File: config.mk
export PLATFORM = sky130hd
export DESIGN_NAME = varint64_encoder
export DESIGN_NICKNAME = d
export VERILOG_FILES = /design/src/rtl/core/vle_pkg.sv /design/src/rtl/core/varint64_encoder.sv
export SDC_FILE = /design/constraint.sdc
export NUM_CORES = 1
export LEC_CHECK = 0
export ABC_AREA = 1
export BUFFER_PORTS_ARGS = -buffer_cell sky130_fd_sc_hd__buf_2
export CAP_MARGIN = 20
export CORE_MARGIN = 2
export CORE_UTILIZATION = 60
export CTS_BUF_LIST = sky130_fd_sc_hd__clkbuf_2
export CTS_CLUSTER_DIAMETER = 150
export CTS_CLUSTER_SIZE = 8
export DETAILED_ROUTE_END_ITERATION = 16
export PLACE_DENSITY = 0.87
export SLEW_MARGIN = 15
export SYNTH_ARGS = -nofsm -noshare
export SYNTH_HDL_FRONTEND = slang
export SYNTH_SLANG_ARGS = --single-unit
File: constraint.sdc
create_clock -name clk -period 5.45 [get_ports clk]
set_input_delay 0.8175 -clock clk [delete_from_list [all_inputs] [get_ports clk]]
set_output_delay 0.8175 -clock clk [all_outputs]
set_load 0.05 [all_outputs]
File: src/rtl/core/vle_pkg.sv
`timescale 1ns / 1ps
`default_nettype none
// ----------------------------------------------------------------------------
// vle_pkg: shared types and constants for the varint encoder
// Group size, stop mark and length limits of the 7-bit byte code.
// ----------------------------------------------------------------------------
package vle_pkg;

	localparam int unsigned VALUE_W   = 64;
	localparam int unsigned GROUP_W   = 7;
	localparam int unsigned MAX_BYTES = 10;
	localparam int unsigned CNT_W     = 4;

	typedef logic [VALUE_W-1:0] value_t;
	typedef logic [GROUP_W-1:0] group_t;
	typedef logic [CNT_W-1:0]   count_t;
	typedef logic [7:0]         code_t;

	localparam code_t  STOP_MARK  = 8'b1000_0000;
	localparam group_t GROUP_MASK = 7'b111_1111;
	localparam count_t LEN_MAX    = count_t'(MAX_BYTES);

endpackage : vle_pkg
`default_nettype wire

File: src/rtl/core/varint64_encoder.sv
`timescale 1ns / 1ps
`default_nettype none
// ----------------------------------------------------------------------------
// varint64_encoder: unsigned 64-bit value to 7-bit-group byte code
// Shifts out one 7-bit digit per cycle unless stalled, lowest group first.
// ----------------------------------------------------------------------------
// Usage:
//   Input channel (in_valid/in_ready, value): one 64-bit unsigned item.
//   Output channel (out_valid/out_ready): one item per encoded byte, carrying
//   code_byte, byte_index, total_length and is_last. 1 to 10 bytes per value;
//   bit 7 of code_byte is set only on the final byte (zero gives 0x80).
// The accepted value is loaded into the digit shifter; its first byte then
//   moves into the output register and shows on out_valid.
// Throughput: with out_ready held high, a value is loaded, then sent at
//   one byte per cycle. The rate is set by the 7-bit digit shift register,
//   which moves one group per cycle into the output register.
// in_ready is high only while no encoding is in flight; the next value may be
//   accepted while the final byte still waits in the output register.
// Receiver stall: the output register holds its byte and the shifter waits;
//   nothing is lost or repeated.
// Reset (arst_n low): in-flight encoding and the output register are dropped;
//   the block comes up ready with out_valid low.
// ----------------------------------------------------------------------------
module varint64_encoder
	import vle_pkg::*;
(
	input  wire logic        clk,
	input  wire logic        arst_n,
	input  wire logic        in_valid,
	output logic             in_ready,
	input  wire logic [63:0] value,
	output logic             out_valid,
	input  wire logic        out_ready,
	output logic [7:0]       code_byte,
	output logic [3:0]       byte_index,
	output logic [3:0]       total_length,
	output logic             is_last
);

	// digit shifter and per-encoding counters
	value_t shift_q;
	count_t len_q;
	count_t left_q;
	count_t idx_q;
	logic   busy_q;

	// output register
	logic   out_valid_q;
	code_t  code_q;
	count_t oidx_q;
	count_t olen_q;
	logic   olast_q;

	logic   in_fire;
	logic   emit;
	logic   last_byte;
	count_t load_len;

	// Length: one past the highest nonzero group; group 9 is bit 63 alone.
	always_comb begin
		load_len = count_t'(1);
		for (int g = 1; g < int'(MAX_BYTES) - 1; g++) begin
			if (|value[g*GROUP_W +: GROUP_W])
				load_len = count_t'(g + 1);
		end
		if (value[VALUE_W-1])
			load_len = LEN_MAX;
	end

	assign in_ready  = !busy_q;
	assign in_fire   = in_valid && in_ready;
	// move the next digit whenever the output register is free or draining
	assign emit      = busy_q && (!out_valid_q || out_ready);
	assign last_byte = (left_q == count_t'(1));

	always_ff @(posedge clk or negedge arst_n) begin
		if (!arst_n) begin
			busy_q      <= 1'b0;
			out_valid_q <= 1'b0;
			left_q      <= '0;
		end else begin
			if (in_fire) begin
				busy_q <= 1'b1;
				left_q <= load_len;
			end else if (emit) begin
				left_q <= left_q - count_t'(1);
				if (last_byte)
					busy_q <= 1'b0;
			end
			if (emit)
				out_valid_q <= 1'b1;
			else if (out_ready)
				out_valid_q <= 1'b0;
		end
	end

	// payload registers, no reset needed
	always_ff @(posedge clk) begin
		if (in_fire) begin
			shift_q <= value;
			len_q   <= load_len;
			idx_q   <= '0;
		end else if (emit) begin
			shift_q <= shift_q >> GROUP_W;
			idx_q   <= idx_q + count_t'(1);
		end
		if (emit) begin
			code_q  <= {last_byte, shift_q[GROUP_W-1:0] & GROUP_MASK};
			oidx_q  <= idx_q;
			olen_q  <= len_q;
			olast_q <= last_byte;
		end
	end

	assign out_valid    = out_valid_q;
	assign code_byte    = code_q;
	assign byte_index   = oidx_q;
	assign total_length = olen_q;
	assign is_last      = olast_q;

endmodule : varint64_encoder
`default_nettype wire

Word level (Yosys, flattened, before mapping):

Index checks and enable logic that the tools add are counted.

* memory bits (writable): 0
* memory bits (read-only): 0
* output and inout port bits: 19
* latch bits: 0
* flip-flop bits (word level): 95
* word-level logic and storage cells: 48
* memories kept: 0

* multipliers: 0
* divide/modulo/power cells: 0
* reductions and logical operators: 17
* add/sub/neg operators: 2
* shifts and indexed selects: 0
* bitwise operators: 0
* $lt $le $gt $ge: 0
* muxes and demuxes: 18
* equal/unequal tests: 1

Operator list (count)
* 2-to-1 mux 64 bit: 2
* OR reduction 7 bit: 8
* 2-to-1 mux 4 bit: 7
* 2-to-1 mux 3 bit: 2
* nonzero test 2 bit: 3
* 2-to-1 mux 1 bit: 5
* adder 4 x 1 -> 4 bit, second input constant: 1
* equality test 4 x 1 -> 1 bit, second input constant: 1
* 2-to-1 mux 2 bit: 2
* subtractor 4 x 1 -> 4 bit, second input constant: 1
* logical AND 1 bit: 2
* zero test 1 bit: 2
* AND reduction 2 bit: 1
* logical OR 1 bit: 1

Logic depth before layout (Yosys ltp):

* word-level depth: 11
* depth in mapped cells: 13

Least setup slack after synthesis:

Ideal clock, no wire load.

* path kind: input to register
* start: input out_ready
* end: register shift_q[0] (enable)
* stages on the path: 6
* slack: 2144 ps
* data arrival time: 2880 ps
* data required time: 5024 ps
* cells stage by stage: inv_1 nand2_1 inv_2 nor2_4 inv_2 nand2_1

* cells in the longest elaborated chain, start to end: 3

RTL lines
* from (decl): RTL line varint64_encoder.sv:33 `input wire logic out_ready,`
* logical OR 1 bit: RTL line varint64_encoder.sv:73 `assign emit = busy_q && (!out_valid_q || out_ready);`
* logical AND 1 bit: RTL line varint64_encoder.sv:73
* via emit: RTL line varint64_encoder.sv:55 `logic emit;`
* nonzero test 2 bit (no source line)
* to (signal assigned): RTL line varint64_encoder.sv:100 `shift_q <= value;`
* to (signal assigned): RTL line varint64_encoder.sv:104 `shift_q <= shift_q >> GROUP_W;`
* to (decl): RTL line varint64_encoder.sv:41 `value_t shift_q;`

The timed path passes the listed nets, and every way through them passes these cells.
A chain may end at the register's enable or synchronous reset.

Final worst setup path:

* start: register busy_q
* end: register shift_q[38] (enable)

* cells in the longest elaborated chain, start to end: 3

RTL lines
* from (decl): RTL line varint64_encoder.sv:45 `logic busy_q;`
* from (signal assigned): RTL line varint64_encoder.sv:78 `busy_q <= 1'b0;`
* from (signal assigned): RTL line varint64_encoder.sv:83 `busy_q <= 1'b1;`
* from (signal assigned): RTL line varint64_encoder.sv:88 `busy_q <= 1'b0;`
* zero test 1 bit: RTL line varint64_encoder.sv:70 `assign in_ready = !busy_q;`
* logical AND 1 bit: RTL line varint64_encoder.sv:71 `assign in_fire = in_valid && in_ready;`
* nonzero test 2 bit (no source line) (*)

Mark *: on every way between the ends. The rest lies on a longest branch, timed or not.

==> load_flow_metrics.sql <==
INSERT INTO impl_metrics (metric_group, metric, value, unit) VALUES
('route', 'final_antenna_net_count', '0', ''),
('placement', 'dp_hpwl', '5130', 'um'),
('clock_network', 'latest_clock_arrival_within_the_worst_skew_pair', '0.53', 'ns'),
('route', 'totalWireLength', '7400', 'um'),
('timing', 'fmax', '0.354', 'GHz'),
('route', 'detailroute.via_count', '2908', ''),
('final_layout', 'drive_gt1_frac', '0.246', ''),
('route', 'detail_route.drc_violations', '0', ''),
('synth', 'synthesis.instances', '391', ''),
('global_routing', 'globalRouteOverflowTotal', '0', ''),
('final_layout', 'fill_cells', '461', ''),
('global_routing', 'antenna_found_initial', '0', ''),
('flow_run', 'max_cap_violations', '0', ''),
('synth', 'synth-seq-cells', '94', ''),
('floorplan', 'die_area', '7440', 'um^2'),
('clock_network', 'cts.path.max_buffers', '2', ''),
('final_layout', 'antennaDiodeCount', '0', ''),
('setup_path', 'timing.critical_path.from_type', 'flop', ''),
('clock_network', 'cts_made_buffers', '9', ''),
('timing', 'relSlewSlack', '0.360', ''),
('timing', 'final_min_period_over_clock_period', '0.519', ''),
('power_and_ir_drop', 'cellLeakagePower', '2.17', 'nW'),
('synth', 'synth_nets', '462', ''),
('power_and_ir_drop', 'power', '2.53', 'mW'),
('floorplan', 'core-area', '6460', 'um^2'),
('floorplan', 'die_height', '86.2', 'um'),
('clock_network', 'post_cts.resized_instances', '0', ''),
('floorplan', 'die-width', '86.2', 'um'),
('setup_path', 'end_kind', 'flop', ''),
('clock_network', 'htree_levels', '3', ''),
('floorplan', 'placement_row_count', '29', ''),
('timing', 'setup_total_negative_slack', '0', 'ns'),
('final_layout', 'areaGrowthSynthToFinish', '14.4', '%'),
('clock_network', 'cts-hold-fix-buffers', '0', ''),
('setup_path', 'r2r_worst_path_depth', '4', ''),
('setup_path', 'critical-path-slowest-cell', 'sky130_fd_sc_hd__nand2_2', ''),
('synth', 'yosysWarnings', '0', ''),
('timing', 'unrepaired_setup_endpoints_after_global_routing', 'false', ''),
('power_and_ir_drop', 'power-per-cell-area', '544', 'nW/um^2'),
('clock_network', 'clock_sinks', '94', ''),
('timing', 'setup_viol', '0', ''),
('clock_network', 'cts_root_buf', 'sky130_fd_sc_hd__clkbuf_2', ''),
('setup_path', 'worstPathMaxFanout', '107', ''),
('global_routing', 'gr_usage_total', '0.215', ''),
('synth', 'synth_sequential_area_ratio', '0.678', ''),
('final_layout', 'multi_input_comb_area', '1030', 'um^2'),
('timing', 'timing_hold_violations_final', '0', ''),
('final_layout', 'design.final.nets', '546', ''),
('setup_path', 'regToRegSetupSlack', '2.62', 'ns'),
('timing', 'worst_pin_slew', '0.961', 'ns'),
('setup_path', 'critical_path.max_stage_delay', '0.96', 'ns'),
('outcome', 'run_status', 'finished, final reports clean', ''),
('placement', 'buffer_ports.inserted', '86', ''),
('final_layout', 'register_area', '2750', 'um^2'),
('clock_network', 'worst_setup_hold_path_clk_slew', '0.23', 'ns'),
('setup_path', 'worst_r2r_endpoint', 'shift_q[38]', ''),
('synth', 'synthDistinctLibCells', '28', ''),
('clock_network', 'clock_tree_from_tritoncts', 'built', ''),
('timing', 'fin_worst_skew', '0.00989', 'ns'),
('setup_path', 'worstPathRequired', '5.68', 'ns'),
('setup_path', 'r2r_start', 'busy_q', ''),
('hold_path', 'holdCritPathClass', 'in -> async', ''),
('route', 'dr.first_iter.drc_count', '159', ''),
('clock_network', 'post-cts-setup-buffer-count', '0', ''),
('setup_path', 'critical_path_class', 'reg -> reg', ''),
('timing', 'final_critical_path_required_period', '2.83', 'ns'),
('timing', 'final_max_slew_viol_count', '0', ''),
('global_routing', 'vias_in_the_first_global_route', '2767', ''),
('setup_path', 'arrival_time_worst_endpoint', '3.06', 'ns'),
('route', 'tritonroute_pass_1_iters', '5', ''),
('floorplan', 'floorplan.initialDensity', '0.628', ''),
('global_routing', 'wire_length_of_the_first_global_routing_pass', '12300', 'um'),
('floorplan', 'ios', '87', ''),
('setup_path', 'crit_path_cell_trace', 'inv_2, nand2_4, nand2_2, buf_4', ''),
('placement', 'place_congestion', '0.821', ''),
('global_routing', 'grt_start_max_net_pins', '108', ''),
('power_and_ir_drop', 'vdd.ir_drop.worst', '0.323', 'mV'),
('route', 'avg_wl_per_cell', '13.3', 'um'),
('route', 'viasPerCell', '5.22', ''),
('synth', 'synthesized_area_per_cell', '10.4', 'um^2'),
('synth', 'netlist_area', '4060', 'um^2');
through the flow:
| stage | setup slack, ns | instances | area, um^2 | hold WS [ns] | util |
|---|---|---|---|---|---|
| after floorplan | 2.14 | 391 | 4060 | 0.400 | - |
| after global placement | 2.26 | 541 | 4530 | 0.401 | 0.702 |
| after detailed placement | 2.20 | 541 | 4530 | 0.405 | 0.702 |
| after CTS | 2.58 | 557 | 4640 | 0.0353 | 0.719 |
| after global routing | 2.35 | 557 | 4640 | 0.0103 | 0.719 |
| final | 2.62 | 557 | 4640 | 0.0569 | 0.719 |
per-layer routing:
metal,wire length [um],vias up,global-route usage
met1,3060,1345,0.263
met3,400,13,0.0343
li1,-,1448,-
met4,138,0,0.0795
met2,3790,102,0.388
met5,0,-,0
worst max-delay path by stage:
stage / end / slack [ns] / startpoint
6_report: shift_q[38] / 2.62 / busy_q
2_1_floorplan: shift_q[0] / 2.14 / out_ready
5_1_grt: shift_q[53] / 2.35 / busy_q
3_3_place_gp: shift_q[56] / 2.26 / in_valid
3_5_place_dp: shift_q[57] / 2.20 / in_valid
4_1_cts: shift_q[60] / 2.58 / busy_q
critical path, delay by kind of cell (launching register included):
kind | cells | cell delay, ns
buffers and inverters | 2 | 0.59
AND/OR/NAND/NOR | 2 | 1.46
flip-flops | 1 | 0.44
registers in the layout, summed over array words and instances (netlist names):
name and count:
busy_q 1, byte_index 4, code_byte 8, idx_q 4
left_q 4, len_q 4, out_valid 1, shift_q 64
total_length 4
Yosys cell counts (all sizes together):
cell	number	area (um^2)
o21ai	40	204
inv	57	214
a21oi	6	30.0
a31oi	2	12.5
dfrtp	6	150
nand2	130	493
nand4	4	25.0
buf	9	46.3
o32ai	1	8.76
nand3	11	55.1
dfxtp	4	80.1
nor4	4	43.8
edfxtp	84	2520
o22ai	1	6.26
xor2	1	8.76
ha	3	37.5
nor2	22	97.6
clkbuf	5	18.8
clkinv	1	3.75
power breakdown:
part / switching [mW] / total (mW) / internal, mW / leakage (nW)
registers: 0.0986 / 1.37 / 1.27 / 0.923
clock network: 0.226 / 0.330 / 0.104 / 0.0734
logic: 0.603 / 0.826 / 0.223 / 1.17
total: 0.927 / 2.53 / 1.60 / 2.17
kinds of logic after synthesis:
family | after synthesis | synth area share
and+or+nand+nor | 171 | 0.176
DFF | 94 | 0.678
buffers and inverters | 72 | 0.0697
AOI/OAI and AO/OA | 50 | 0.0644
adders and majority gates | 3 | 0.00925
xor gates and xnor gates | 1 | 0.00216
placed cells by master, fill, tap and decap left out:
master	n
sky130_fd_sc_hd__dfrtp_1	6
sky130_fd_sc_hd__inv_1	52
sky130_fd_sc_hd__o21ai_0	23
sky130_fd_sc_hd__ha_1	3
sky130_fd_sc_hd__o32ai_1	1
sky130_fd_sc_hd__clkbuf_2	9
sky130_fd_sc_hd__clkinv_2	3
sky130_fd_sc_hd__a21oi_1	6
sky130_fd_sc_hd__nand2_4	1
sky130_fd_sc_hd__nor4_1	1
sky130_fd_sc_hd__buf_2	86
sky130_fd_sc_hd__nor4_2	3
sky130_fd_sc_hd__nor2_1	18
sky130_fd_sc_hd__nand2_2	2
sky130_fd_sc_hd__a31oi_1	2
sky130_fd_sc_hd__clkinv_4	1
sky130_fd_sc_hd__nand4_1	4
sky130_fd_sc_hd__xor2_1	1
sky130_fd_sc_hd__o21ai_2	1
sky130_fd_sc_hd__bufinv_16	1
sky130_fd_sc_hd__dfxtp_1	4
sky130_fd_sc_hd__o22ai_1	1
sky130_fd_sc_hd__buf_4	1
sky130_fd_sc_hd__inv_2	5
sky130_fd_sc_hd__nand2_1	127
sky130_fd_sc_hd__o21ai_1	16
sky130_fd_sc_hd__edfxtp_1	84
sky130_fd_sc_hd__inv_4	1
sky130_fd_sc_hd__clkinv_1	2
sky130_fd_sc_hd__nor2_2	3
sky130_fd_sc_hd__nand3_1	11
sky130_fd_sc_hd__nor2_4	1
area by class of cell:
cell class | instances | share of cell area
Inverter | 58 | 0.0469
Clock buffer | 9 | 0.00970
Timing Repair Buffer | 87 | 0.0943
Clock inverter | 7 | 0.0137
Multi-Input combinational cell | 225 | 0.222
Sequential cell | 94 | 0.593
Tap cell | 77 | 0.0207
No activity file was read; power rests on OpenSTA's default activity.
